<file path="config.mk">
export PLATFORM = sky130hd
export DESIGN_NAME = cartridge_bank_mapper_flat
export DESIGN_NICKNAME = d
export VERILOG_FILES = /design/src/hdl/cbm_pkg.sv /design/src/hdl/cbm_req_if.sv /design/src/hdl/cbm_rsp_if.sv /design/src/hdl/cbm_decode.sv /design/src/hdl/cartridge_bank_mapper.sv /design/src/flat_wrapper.sv
export VERILOG_INCLUDE_DIRS = /design/src /design/src/hdl
export SDC_FILE = /design/constraint.sdc
export NUM_CORES = 1
export LEC_CHECK = 0
export BUFFER_PORTS_ARGS = -buffer_cell sky130_fd_sc_hd__buf_2
export CAP_MARGIN = 20
export CELL_PAD_IN_SITES_DETAIL_PLACEMENT = 1
export CELL_PAD_IN_SITES_GLOBAL_PLACEMENT = 2
export CORE_MARGIN = 2
export CORE_UTILIZATION = 41
export CTS_CLUSTER_DIAMETER = 30
export DETAILED_ROUTE_END_ITERATION = 6
export GPL_TIMING_DRIVEN = 0
export HOLD_SLACK_MARGIN = 0.12
export PLACE_DENSITY_LB_ADDON = 0.05
export SYNTH_ARGS = -nofsm -noshare
export SYNTH_HDL_FRONTEND = slang
export SYNTH_HIERARCHICAL = 1
export SYNTH_SLANG_ARGS = --single-unit
</file>
<file path="constraint.sdc">
create_clock -name i_clk -period 4.06 [get_ports i_clk]
set_input_delay 0.203 -clock i_clk [delete_from_list [all_inputs] [get_ports i_clk]]
set_output_delay 0.203 -clock i_clk [all_outputs]
set_load 0.005 [all_outputs]
</file>
<file path="src/hdl/cartridge_bank_mapper_macros.svh">
// Assertion helpers for the cartridge bank mapper.
// Both sample on the rising edge of i_clk and stay quiet while i_rst_n is low.
`ifndef CARTRIDGE_BANK_MAPPER_MACROS_SVH
`define CARTRIDGE_BANK_MAPPER_MACROS_SVH

// Check a property with a fixed failure message.
`define CBM_ASSERT(lbl, prop) \
    lbl: assert property (@(posedge i_clk) disable iff (!i_rst_n) (prop)) \
        else $error("cartridge_bank_mapper: assertion failed");

// Check a property with a caller-supplied failure message.
`define CBM_ASSERT_MSG(lbl, prop, msg) \
    lbl: assert property (@(posedge i_clk) disable iff (!i_rst_n) (prop)) \
        else $error(msg);

`endif

</file>
<file path="src/hdl/cbm_pkg.sv">
`timescale 1ns / 1ps

package cbm_pkg;

    // Default physical ROM address width
    localparam int ROM_ADDRESS_BITS = 21;
    localparam int MEM_ADDR_W       = 21;
    localparam int MIN_ROM_BITS     = 15;
    localparam int EXT_ROM_BITS     = 20;

    // Bus opcodes
    localparam logic OP_READ  = 1'b0;
    localparam logic OP_WRITE = 1'b1;

    // Configuration register indexes
    localparam logic CFG_ROM_SIZE_LOG2 = 1'b0;
    localparam logic CFG_RAM_SIZE_KIB  = 1'b1;
    localparam int   CFG_DATA_W        = 6;

    // CPU address map boundaries
    localparam logic [15:0] ADDR_RAM_EN_LAST = 16'h1FFF;
    localparam logic [15:0] ADDR_LOW_LAST    = 16'h3FFF;
    localparam logic [15:0] ADDR_HIGH_LAST   = 16'h5FFF;
    localparam logic [15:0] ADDR_MODE_LAST   = 16'h7FFF;
    localparam logic [15:0] ADDR_RAM_FIRST   = 16'hA000;
    localparam logic [15:0] ADDR_RAM_LAST    = 16'hBFFF;

    localparam logic [3:0] RAM_ENABLE_KEY = 4'hA;
    localparam logic [5:0] RAM_KIB_FULL   = 6'd32;
    localparam logic [5:0] RAM_KIB_SMALL  = 6'd8;

    typedef enum logic [1:0] {
        KIND_NONE    = 2'd0,
        KIND_ROM_RD  = 2'd1,
        KIND_RAM_RD  = 2'd2,
        KIND_RAM_WR  = 2'd3
    } t_kind;

    typedef struct packed {
        logic        opcode;
        logic [15:0] bus_address;
        logic [7:0]  write_data;
    } t_req;

    typedef struct packed {
        t_kind                   access_kind;
        logic [MEM_ADDR_W-1:0]   memory_address;
        logic [7:0]              store_data;
    } t_rsp;

    typedef struct packed {
        logic       ram_enabled;
        logic [4:0] low_bank;
        logic [1:0] high_bank;
        logic       advanced_mode;
    } t_bank_state;

    typedef struct packed {
        logic [4:0] rom_size_log2;
        logic [5:0] ram_size_kib;
    } t_cfg;

endpackage

</file>
<file path="src/hdl/cbm_req_if.sv">
`timescale 1ns / 1ps

interface cbm_req_if;
    logic        valid;
    logic        ready;
    logic        opcode;
    logic [15:0] bus_address;
    logic [7:0]  write_data;

    modport source (output valid, output opcode, output bus_address, output write_data,
                    input ready);
    modport sink   (input valid, input opcode, input bus_address, input write_data,
                    output ready);
endinterface

</file>
<file path="src/hdl/cbm_rsp_if.sv">
`timescale 1ns / 1ps

interface cbm_rsp_if;
    logic                           valid;
    logic                           ready;
    cbm_pkg::t_kind                 access_kind;
    logic [cbm_pkg::MEM_ADDR_W-1:0] memory_address;
    logic [7:0]                     store_data;

    modport source (output valid, output access_kind, output memory_address,
                    output store_data, input ready);
    modport sink   (input valid, input access_kind, input memory_address,
                    input store_data, output ready);
endinterface

</file>
<file path="src/hdl/cbm_decode.sv">
`timescale 1ns / 1ps

module cbm_decode #(
    parameter int ROM_ADDRESS_BITS = cbm_pkg::ROM_ADDRESS_BITS
) (
    input  cbm_pkg::t_cfg        i_cfg,
    input  cbm_pkg::t_bank_state i_state,
    input  cbm_pkg::t_req        i_req,
    output cbm_pkg::t_bank_state o_next_state,
    output cbm_pkg::t_rsp        o_rsp
);

    localparam int MW = cbm_pkg::MEM_ADDR_W;

    logic [4:0]    rom_bits;
    logic          rom_ext;
    logic [MW:0]   rom_span;
    logic [MW-1:0] rom_mask;
    logic [7:0]    bank_span;
    logic [4:0]    low_mask;
    logic [1:0]    high_mask;
    logic [15:0]   addr;
    logic [7:0]    wdata;
    logic          in_ram_area;
    logic [1:0]    ram_high;
    logic [MW-1:0] ram_addr;
    logic [MW-1:0] rom_addr;

    // Clamp ROM size and derive the bank masks
    always_comb begin
        if (i_cfg.rom_size_log2 < 5'(cbm_pkg::MIN_ROM_BITS)) begin
            rom_bits = 5'(cbm_pkg::MIN_ROM_BITS);
        end else if (i_cfg.rom_size_log2 > 5'(ROM_ADDRESS_BITS)) begin
            rom_bits = 5'(ROM_ADDRESS_BITS);
        end else begin
            rom_bits = i_cfg.rom_size_log2;
        end
        rom_ext   = (rom_bits >= 5'(cbm_pkg::EXT_ROM_BITS));
        rom_span  = (MW+1)'(1) << rom_bits;
        rom_mask  = MW'(rom_span - (MW+1)'(1));
        bank_span = 8'(1) << (rom_bits - 5'd14);
        low_mask  = 5'(bank_span - 8'd1);
        // Upper bank bits exist only on the two extended sizes
        if (rom_bits == 5'(cbm_pkg::EXT_ROM_BITS + 1)) begin
            high_mask = 2'b11;
        end else if (rom_bits == 5'(cbm_pkg::EXT_ROM_BITS)) begin
            high_mask = 2'b01;
        end else begin
            high_mask = 2'b00;
        end
    end

    // Form the candidate physical addresses
    always_comb begin
        addr        = i_req.bus_address;
        wdata       = i_req.write_data;
        in_ram_area = (addr >= cbm_pkg::ADDR_RAM_FIRST) && (addr <= cbm_pkg::ADDR_RAM_LAST)
                      && i_state.ram_enabled;
        ram_high    = (i_state.advanced_mode && !rom_ext) ? i_state.high_bank : 2'b00;
        ram_addr    = MW'({ram_high, addr[12:0]});
        if (addr <= cbm_pkg::ADDR_LOW_LAST) begin
            rom_addr = {((i_state.advanced_mode && rom_ext) ? i_state.high_bank : 2'b00),
                        5'd0, addr[13:0]} & rom_mask;
        end else begin
            rom_addr = {i_state.high_bank, i_state.low_bank, addr[13:0]} & rom_mask;
        end
    end

    // Update bank registers and classify the access
    always_comb begin
        o_next_state = i_state;
        o_rsp.access_kind    = cbm_pkg::KIND_NONE;
        o_rsp.memory_address = '0;
        o_rsp.store_data     = '0;
        if (i_req.opcode == cbm_pkg::OP_WRITE) begin
            if (addr <= cbm_pkg::ADDR_RAM_EN_LAST) begin
                o_next_state.ram_enabled = (wdata[3:0] == cbm_pkg::RAM_ENABLE_KEY);
            end else if (addr <= cbm_pkg::ADDR_LOW_LAST) begin
                // Bank zero selects bank one
                o_next_state.low_bank = (wdata[4:0] == 5'd0) ? 5'd1 : (wdata[4:0] & low_mask);
            end else if (addr <= cbm_pkg::ADDR_HIGH_LAST) begin
                if (i_cfg.ram_size_kib == cbm_pkg::RAM_KIB_FULL) begin
                    o_next_state.high_bank = wdata[1:0];
                end else if (rom_ext) begin
                    o_next_state.high_bank = wdata[1:0] & high_mask;
                end
            end else if (addr <= cbm_pkg::ADDR_MODE_LAST) begin
                if ((i_cfg.ram_size_kib > cbm_pkg::RAM_KIB_SMALL) || rom_ext) begin
                    o_next_state.advanced_mode = (wdata != 8'd0);
                end
            end else if (in_ram_area) begin
                o_rsp.access_kind    = cbm_pkg::KIND_RAM_WR;
                o_rsp.memory_address = ram_addr;
                o_rsp.store_data     = wdata;
            end
        end else begin
            if (addr <= cbm_pkg::ADDR_MODE_LAST) begin
                o_rsp.access_kind    = cbm_pkg::KIND_ROM_RD;
                o_rsp.memory_address = rom_addr;
            end else if (in_ram_area) begin
                o_rsp.access_kind    = cbm_pkg::KIND_RAM_RD;
                o_rsp.memory_address = ram_addr;
            end
        end
    end

endmodule

</file>
<file path="src/hdl/cartridge_bank_mapper.sv">
`timescale 1ns / 1ps
// Channel  | Dir | Handshake     | Payload
// ---------+-----+---------------+-------------------------------------------
// i_req    | in  | valid / ready | opcode, bus_address, write_data
// o_rsp    | out | valid / ready | access_kind, memory_address, store_data
// i_cfg_*  | in  | write enable  | i_cfg_index, i_cfg_data
//
// One access per cycle while i_req.ready is high; a result appears in the cycle after its
// transfer when the result register is free, and waits behind the result ahead of it otherwise.
// Bank registers update at the input transfer, so the decode sees them in order.
// A result register plus one skid entry keep input transfers flowing while a
// result waits; i_req.ready drops only when the skid entry is full.
// Synchronous active-low reset returns bank state and configuration to defaults and clears both valids.

`include "cartridge_bank_mapper_macros.svh"

module cartridge_bank_mapper #(
    parameter int ROM_ADDRESS_BITS = cbm_pkg::ROM_ADDRESS_BITS
) (
    input  logic                         i_clk,
    input  logic                         i_rst_n,
    input  logic                         i_cfg_we,
    input  logic                         i_cfg_index,
    input  logic [cbm_pkg::CFG_DATA_W-1:0] i_cfg_data,
    cbm_req_if.sink                      i_req,
    cbm_rsp_if.source                    o_rsp
);

    cbm_pkg::t_cfg        r_cfg;
    cbm_pkg::t_bank_state r_state;
    cbm_pkg::t_bank_state n_state;
    cbm_pkg::t_req        req;
    cbm_pkg::t_rsp        n_rsp;
    cbm_pkg::t_rsp        r_out;
    cbm_pkg::t_rsp        r_skid;
    logic                 r_out_valid;
    logic                 r_skid_valid;
    logic                 in_xfer;
    logic                 out_xfer;
    logic                 out_is_none;
    logic                 out_payload_zero;
    logic                 out_waiting;

    assign req.opcode      = i_req.opcode;
    assign req.bus_address = i_req.bus_address;
    assign req.write_data  = i_req.write_data;

    assign i_req.ready = !r_skid_valid;
    assign in_xfer     = i_req.valid && !r_skid_valid;
    assign out_xfer    = r_out_valid && o_rsp.ready;

    cbm_decode #(
        .ROM_ADDRESS_BITS(ROM_ADDRESS_BITS)
    ) u_decode (
        .i_cfg       (r_cfg),
        .i_state     (r_state),
        .i_req       (req),
        .o_next_state(n_state),
        .o_rsp       (n_rsp)
    );

    // Configuration writes
    always_ff @(posedge i_clk) begin
        if (!i_rst_n) begin
            r_cfg.rom_size_log2 <= 5'(cbm_pkg::MIN_ROM_BITS);
            r_cfg.ram_size_kib  <= '0;
        end else if (i_cfg_we) begin
            case (i_cfg_index)
                cbm_pkg::CFG_ROM_SIZE_LOG2: r_cfg.rom_size_log2 <= i_cfg_data[4:0];
                cbm_pkg::CFG_RAM_SIZE_KIB:  r_cfg.ram_size_kib  <= i_cfg_data;
                default: ;
            endcase
        end
    end

    // Bank state advances on each input transfer
    always_ff @(posedge i_clk) begin
        if (!i_rst_n) begin
            r_state.ram_enabled   <= 1'b0;
            r_state.low_bank      <= 5'd1;
            r_state.high_bank     <= 2'd0;
            r_state.advanced_mode <= 1'b0;
        end else if (in_xfer) begin
            r_state <= n_state;
        end
    end

    // Result register and skid entry valids
    always_ff @(posedge i_clk) begin
        if (!i_rst_n) begin
            r_out_valid  <= 1'b0;
            r_skid_valid <= 1'b0;
        end else if (!r_out_valid || out_xfer) begin
            if (r_skid_valid) begin
                r_out_valid  <= 1'b1;
                r_skid_valid <= 1'b0;
            end else begin
                r_out_valid  <= in_xfer;
            end
        end else if (in_xfer) begin
            r_skid_valid <= 1'b1;
        end
    end

    // Result payloads: refill from skid first, else load a new result, parked in skid while a result waits
    always_ff @(posedge i_clk) begin
        if (!r_out_valid || out_xfer) begin
            if (r_skid_valid) begin
                r_out <= r_skid;
            end else if (in_xfer) begin
                r_out <= n_rsp;
            end
        end else if (in_xfer) begin
            r_skid <= n_rsp;
        end
    end

    assign o_rsp.valid          = r_out_valid;
    assign o_rsp.access_kind    = r_out.access_kind;
    assign o_rsp.memory_address = r_out.memory_address;
    assign o_rsp.store_data     = r_out.store_data;

    // Terms for the checks
    assign out_is_none      = r_out_valid && (r_out.access_kind == cbm_pkg::KIND_NONE);
    assign out_payload_zero = (r_out.memory_address == '0) && (r_out.store_data == '0);
    assign out_waiting      = r_out_valid && !o_rsp.ready;

    // Checks
    `CBM_ASSERT(a_skid_behind_out, r_skid_valid |-> r_out_valid)
    `CBM_ASSERT(a_xfer_fills_out, (in_xfer && !r_out_valid) |=> r_out_valid)
    `CBM_ASSERT_MSG(a_none_is_zero, out_is_none |-> out_payload_zero, "cbm: payload on kind none")
    `CBM_ASSERT_MSG(a_out_held, out_waiting |=> (r_out_valid && $stable(r_out)), "cbm: result moved")

endmodule
</file>
<file path="src/flat_wrapper.sv">
// flat-port wrapper written by rule: the top's interface ports become plain ports
module cartridge_bank_mapper_flat 
#(
    parameter int ROM_ADDRESS_BITS = cbm_pkg::ROM_ADDRESS_BITS
)
  (i_clk, i_rst_n, i_cfg_we, i_cfg_index, i_cfg_data, i_req_valid, i_req_opcode, i_req_bus_address, i_req_write_data, i_req_ready, o_rsp_valid, o_rsp_access_kind, o_rsp_memory_address, o_rsp_store_data, o_rsp_ready);
  cbm_req_if i_req_i ();
  cbm_rsp_if o_rsp_i ();
  input  logic i_clk;
  input  logic i_rst_n;
  input  logic i_cfg_we;
  input  logic i_cfg_index;
  input  logic [cbm_pkg::CFG_DATA_W-1:0] i_cfg_data;
  input wire logic [$bits(i_req_i.valid)-1:0] i_req_valid;
  input wire logic [$bits(i_req_i.opcode)-1:0] i_req_opcode;
  input wire logic [$bits(i_req_i.bus_address)-1:0] i_req_bus_address;
  input wire logic [$bits(i_req_i.write_data)-1:0] i_req_write_data;
  output wire logic [$bits(i_req_i.ready)-1:0] i_req_ready;
  output wire logic [$bits(o_rsp_i.valid)-1:0] o_rsp_valid;
  output wire logic [$bits(o_rsp_i.access_kind)-1:0] o_rsp_access_kind;
  output wire logic [$bits(o_rsp_i.memory_address)-1:0] o_rsp_memory_address;
  output wire logic [$bits(o_rsp_i.store_data)-1:0] o_rsp_store_data;
  input wire logic [$bits(o_rsp_i.ready)-1:0] o_rsp_ready;
  assign i_req_i.valid = i_req_valid;
  assign i_req_i.opcode = i_req_opcode;
  assign i_req_i.bus_address = i_req_bus_address;
  assign i_req_i.write_data = i_req_write_data;
  assign i_req_ready = i_req_i.ready;
  assign o_rsp_valid = o_rsp_i.valid;
  assign o_rsp_access_kind = o_rsp_i.access_kind;
  assign o_rsp_memory_address = o_rsp_i.memory_address;
  assign o_rsp_store_data = o_rsp_i.store_data;
  assign o_rsp_i.ready = o_rsp_ready;
  cartridge_bank_mapper #(.ROM_ADDRESS_BITS(ROM_ADDRESS_BITS)) u_core (.i_clk(i_clk), .i_rst_n(i_rst_n), .i_cfg_we(i_cfg_we), .i_cfg_index(i_cfg_index), .i_cfg_data(i_cfg_data), .i_req(i_req_i), .o_rsp(o_rsp_i));
endmodule
</file>
# Yosys cells after proc, flatten, opt, wreduce, memory -nomap -nowiden
# Index checks and enable logic that the tools add are counted.
# totals
ff_bits,84
inputBits,37
output_inout_bits,33
wordCells,89
# classes
addsub,3
magnitude_cmp,10
eq_ne,4
n_shift,2
mux,22
bitwise_logic,10
reduce_logical,24
# ops
operator,count
$mux W31,7
$mux W23,3
$and A21 B21 Y21,2
$le A16 B15 Y1 const B,2
$mux W21,1
$shl A1 B5 Y21 const A,1
$sub A21 B1 Y21 const B,1
$ge A16 B16 Y1 const B,1
$le A16 B13 Y1 const B,1
$le A16 B14 Y1 const B,1
$le A16 B16 Y1 const B,1
$mux W5,3
$eq A5 B5 Y1 const B,2
$mux W2,5
$mux W8,1
$reduce_and A2 Y1,4
$reduce_bool A8 Y1,1
$reduce_and A7 Y1,1
$eq A6 B6 Y1 const B,1
$gt A6 B4 Y1 const B,1
$logic_and A1 B1 Y1,6
$not A1 Y1,6
$reduce_and A6 Y1,1
$and A5 B5 Y5,1
other kinds (16),21

# Longest topological paths before layout
# logic_depth
ltp_word,15
mapped_depth,13
depth_no_buf,13

# Modules after synthesis
# Netlist, hierarchy kept.
# by_module_without_submodules
module,n_inst,cells_per_inst,area_each_um2,seq_area_each_um2
cartridge_bank_mapper,1,196,3286.9,2302.2
cbm_decode,1,117,744.5,0.0

# Worst setup path after synthesis
# Ideal clock, no wire load.
# synth_timing
path_type,register to register
start,register u_core.r_skid_valid
end,"register u_core/r_skid[0] (netlist name), enable pin"
setup_ns,0.422
arrival_time_ns,2.121
required_time_ns,3.638
slack_ns,1.517
path_stages_with_launch,5
n_path_buf,2
period_less_slack_ns,2.543
cell_sequence,dfxtp_1 -> buf_6 -> nor2b_4 -> buf_6 -> nor2b_1
# synth_between
elab_chain_cells,3
# synth_lines
item,line_no,rtl
"start, declared",cartridge_bank_mapper.sv:37,logic r_skid_valid;
"start signal, assigned",cartridge_bank_mapper.sv:92,r_skid_valid <= 1'b0;
"start signal, assigned",cartridge_bank_mapper.sv:96,r_skid_valid <= 1'b0;
"start signal, assigned",cartridge_bank_mapper.sv:101,r_skid_valid <= 1'b1;
$logic_not A1 Y1,cartridge_bank_mapper.sv:49,assign in_xfer = i_req.valid && !r_skid_valid;
$logic_and A1 B1 Y1,cartridge_bank_mapper.sv:49,
$reduce_and A2 Y1 (no source line),-,
"end signal, assigned",cartridge_bank_mapper.sv:114,r_skid <= n_rsp;
"end, declared",cartridge_bank_mapper.sv:35,cbm_pkg::t_rsp r_skid;
# No other way between the ends.
# A chain may end at the register's enable or synchronous reset.

# Final worst setup path
# layout_timing
start,register u_core/r_cfg[10] (netlist name)
end,register u_core/r_state[7] (netlist name)
# layout_between
elab_chain_cells,8
elab_cells_between_ends,9
cone_classes,2 x add/sub; 2 x order compare; 1 x shift; 3 x mux; 1 x bitwise
# layout_lines
item,line_no,rtl
"start, declared",cartridge_bank_mapper.sv:29,cbm_pkg::t_cfg r_cfg;
$gt A5 B5 Y1,cbm_decode.sv:33,end else if (i_cfg.rom_size_log2 > 5'(ROM_ADDRESS_BITS)) begin
$mux W5,cbm_decode.sv:33,
$mux W5 *,cbm_decode.sv:31,if (i_cfg.rom_size_log2 < 5'(cbm_pkg::MIN_ROM_BITS)) begin
$sub A5 B4 Y5 *,cbm_decode.sv:41,bank_span = 8'(1) << (rom_bits - 5'd14);
$shl A1 B5 Y5 *,cbm_decode.sv:41,
$sub A5 B1 Y5 *,cbm_decode.sv:42,low_mask = 5'(bank_span - 8'd1);
$and A5 B5 Y5 *,cbm_decode.sv:80,o_next_state.low_bank = (wdata[4:0] == 5'd0) ? 5'd1 : (wdata[4:0] & low_mask);
$mux W5 *,cbm_decode.sv:80,
"end signal, assigned",cartridge_bank_mapper.sv:84,r_state <= n_state;
"end, declared",cartridge_bank_mapper.sv:30,cbm_pkg::t_bank_state r_state;
# Every way passes the cells marked *; elsewhere a longest branch is shown, timed or not.

==> impl_results.rst <==
.. list-table::
   :header-rows: 1

   * - Metric
     - Value
   * - First-iteration detailed-routing DRC count
     - 64
   * - FF+latch count, synth
     - 84
   * - Number of buffers on the longest clock path
     - 2
   * - Reg2Reg Setup Slack
     - 1490 ps
   * - Cts bufs inserted
     - 9
   * - Routability Congestion
     - about 0.8
   * - DR vias
     - between 2000 and 3000
   * - Resize count post-CTS
     - 0
   * - Largest fanout on the critical path
     - 9
   * - Tightest Hold Check Type
     - in2reg
   * - Source of the critical timing path
     - u_core/r_cfg[10]
   * - Clock transition at path regs
     - ~90 ps
   * - CTS root buffer
     - sky130_fd_sc_hd__clkbuf_8
   * - Depth of the worst register-to-register path
     - 11
   * - Final cycle utilization of the critical path
     - between 60 and 70%
   * - Cell count after placement
     - 515
   * - CTS sink cnt
     - 84
   * - Detailed-route wire length per cell
     - about 17 microns
   * - Largest net degree at the start of global routing
     - 32
   * - Total power density per cell area
     - roughly 370 nW/um^2
   * - Portion of the post-synthesis area used by sequential elements
     - 57.1%
   * - Top cell types by occurrence after synthesis
     - 62 x sky130_fd_sc_hd__edfxtp_1, 42 x sky130_fd_sc_hd__nand2_1, 27 x sky130_fd_sc_hd__mux2_4
   * - Worst setup SP type
     - flop
   * - Core Box Area
     - roughly 9600 sq um
   * - Time the final worst path needs with I/O delays and setup
     - around 2600 ps
   * - Non-Filler Instances
     - between 500 and 600
   * - CTS tree
     - yes
   * - Starting density of the core
     - between 40% and 50%
   * - Synthesized area per cell
     - roughly 13 sq um
   * - Half-perimeter wire length after detailed placement
     - approximately 6500 microns
   * - Number of warnings issued by yosys
     - 6
   * - Endpoint arrival time on the critical path
     - roughly 2900 ps
   * - Endpoint of the lowest-slack register-to-register path
     - u_core/r_state[7]
   * - Sum of negative setup slack
     - 0 ps
   * - Clock insertion delay at the later pin of the skew report
     - about 350 ps
   * - Total congestion overflow
     - 0
   * - Net total in the final layout
     - approximately 440
   * - Crit path capture
     - u_core/r_state[7]
   * - Power consumption
     - 0.00179 W
   * - Die Span Y
     - a little over 100 microns
   * - EDFF count, synth
     - 62
   * - Transition at the pin with the smallest max-transition slack
     - 948 ps
   * - Row count
     - 36
   * - Top cell type's share of synthesized area
     - between 40% and 50%
   * - Total Routing Usage GR
     - between 10% and 20%
   * - Max Freq
     - roughly 0.39 GHz
   * - Number of distinct library cells after synthesis
     - between 50 and 60
   * - Number of setup violations in the final report
     - 0
   * - Worst hold margin
     - around 150 ps
   * - Detail Route Antenna Nets
     - 0
   * - Via count normalized by instance count
     - around 4.9
   * - Number of I/O port buffers
     - between 60 and 70
   * - X dimension of the die
     - around 100 microns
   * - Main area contributors after synthesis
     - sky130_fd_sc_hd__edfxtp_1 46%, sky130_fd_sc_hd__dfxtp_1 11%, sky130_fd_sc_hd__mux2_4 10%
   * - Vias in the first global route
     - between 2000 and 3000
   * - Leakage
     - around 1.9 nW
   * - Mapped Area
     - 4030 sq um
   * - Outcome
     - completed
   * - Fraction of registers with async set/reset
     - 0%
   * - First-pass GRT wire length
     - about 14000 microns
   * - Hold Vio Cnt, Final
     - 0
   * - Most frequently used flop master after synthesis
     - sky130_fd_sc_hd__edfxtp_1
   * - Max Transition Viols Final
     - 0
   * - Synth area leader
     - sky130_fd_sc_hd__edfxtp_1
   * - MaxCap Viol Count
     - 0
   * - RSZ-0062 raised after global routing
     - false
   * - Endpoint type of the worst setup path
     - flop
   * - Area added between synthesis and finish
     - 20.2%
   * - Clock H-tree levels
     - 3
   * - Ports placed on the boundary
     - 70
   * - Initial antenna violation count
     - 0
   * - Total DRC errors in the routed layout
     - 0
   * - Antenna diode instance count
     - 0
   * - Maximum clock skew at final layout
     - between 6 and 7 ps
   * - Ratio of cells with drive above 1 in the final layout
     - about a third
   * - Die area
     - 10600 sq um
   * - Worst EP required
     - approximately 4400 ps
   * - Rel. slew slack
     - 36.7%
   * - Total wire length after detailed routing
     - 8890 microns
   * - Setup Crit Path Kind
     - reg2reg
   * - Most common cell in the synthesized netlist
     - sky130_fd_sc_hd__edfxtp_1
   * - Synthesized netlist cell count
     - 313
   * - Reg-to-Reg Start
     - u_core/r_cfg[10]
   * - Hold path cells
     - 3
   * - Number of detailed-routing iterations run before antenna repair
     - 4
   * - Worst IR drop on VDD
     - about 0.15 mV
[report_power, final]
group	internal (W)	total, W	switching (W)
combinational	0.0000833	0.000170	0.0000863
sequential	0.000957	0.000972	0.0000148
clock	0.000345	0.000652	0.000308
total	0.00139	0.00179	0.000409
[critical path: stages, from the launching register on]
cell and delay, ps:
sky130_fd_sc_hd__dfxtp_1 500, sky130_fd_sc_hd__or3b_1 460, sky130_fd_sc_hd__ha_1 340, sky130_fd_sc_hd__nor2_1 190, sky130_fd_sc_hd__nand3_1 150, sky130_fd_sc_hd__ha_1 220
sky130_fd_sc_hd__inv_1 80, sky130_fd_sc_hd__a31oi_1 50, sky130_fd_sc_hd__xor2_1 180, sky130_fd_sc_hd__o21ai_1 120, sky130_fd_sc_hd__nand2_1 70, sky130_fd_sc_hd__mux2i_1 130
[per-stage QoR]
step	setup slack, ps	util [%]	instance area (sq um)
2_1_floorplan	1520	-	4040
3_3_place_gp	633	47.1	4540
3_5_place_dp	1500	47.4	4570
4_1_cts	1480	50.3	4850
5_1_grt	1230	50.3	4850
6_report	1490	50.3	4850
[placed cells by master, fill, tap and decap left out, types with 4 or more instances in the layout]
cell type,count
sky130_fd_sc_hd__buf_2,72
sky130_fd_sc_hd__edfxtp_1,62
sky130_fd_sc_hd__nand2_1,42
sky130_fd_sc_hd__mux2_4,27
sky130_fd_sc_hd__dfxtp_1,22
sky130_fd_sc_hd__nor2b_1,13
sky130_fd_sc_hd__nor2_1,11
sky130_fd_sc_hd__mux2i_1,10
sky130_fd_sc_hd__and2_1,10
sky130_fd_sc_hd__clkbuf_8,9
sky130_fd_sc_hd__nand3b_1,8
sky130_fd_sc_hd__inv_1,7
sky130_fd_sc_hd__o21ai_0,7
sky130_fd_sc_hd__dlygate4sd3_1,6
sky130_fd_sc_hd__mux2_2,6
sky130_fd_sc_hd__o21ai_1,6
sky130_fd_sc_hd__o211ai_1,5
sky130_fd_sc_hd__nand4_1,5
sky130_fd_sc_hd__nor3_1,5
sky130_fd_sc_hd__nand2b_1,4
[registers in the layout (all words and copies together), names as in the netlist]
signal	cells
u_core/o_rsp.access_kind	2
u_core/r_skid_valid	1
u_core/r_cfg	11
u_core/r_skid	31
u_core/o_rsp.memory_address	21
u_core/r_state	9
u_core/o_rsp.store_data	8
u_core/o_rsp.valid	1
[how the worst min path moves through the flow]
stage | endpoint | startpoint | slack (ps)
4_1_cts | u_core/r_cfg[3] | i_rst_n | 130
3_3_place_gp | u_core/r_cfg[1] | u_core/r_cfg[1] | 450
2_1_floorplan | u_core/r_cfg[0] | i_cfg_data[0] | 350
5_1_grt | u_core/r_cfg[5] | i_rst_n | 130
6_report | u_core/r_cfg[5] | i_rst_n | 150
3_5_place_dp | u_core/r_cfg[5] | i_cfg_data[5] | 450
[logic make-up (layout without fill, tap and decap cells)]
kind of cell               count (synthesis)  count (layout)  synth area share [%]
muxes                                     44              44                  14.5
adders and majority gates                  3               3                 0.931
other                                      1               2                0.0930
DFF                                       84              84                  57.1
buffers and inverters                     22             112                  3.94
AOI/OAI and AO/OA                         31              31                  5.09
and+or+nand+nor                          123             123                  17.3
xor gates and xnor gates                   5               5                  1.09
[repair_timing]
item	in CTS	in global routing
hold buffers	6	0
buffers inserted	0	0
hold endpoints to repair	8	0
[layout make-up]
| class | instances | area, sq um |
|---|---|---|
| Fill cell | 1064 | 4790 |
| Sequential cell | 84 | 2300 |
| Multi-Input combinational cell | 208 | 1580 |
| Timing Repair Buffer | 74 | 423 |
| Tap cell | 133 | 166 |
| Buffer | 15 | 133 |
| Clock buffer | 9 | 124 |
| Clock inverter | 7 | 90.1 |
| Inverter | 7 | 26.3 |
[routing by layer]
| metal | track usage (%) | routed length, microns | share of wire (%) | vias up |
|---|---|---|---|---|
| li1 | - | - | - | 1305 |
| met1 | 21.7 | 4030 | 45 | 1287 |
| met2 | 30.4 | 4400 | 50 | 56 |
| met3 | 3.80 | 341 | 3.8 | 8 |
| met4 | 6.07 | 109 | 1.2 | 0 |
| met5 | 0 | 0 | 0 | - |
No activity file was read; power rests on OpenSTA's default activity.
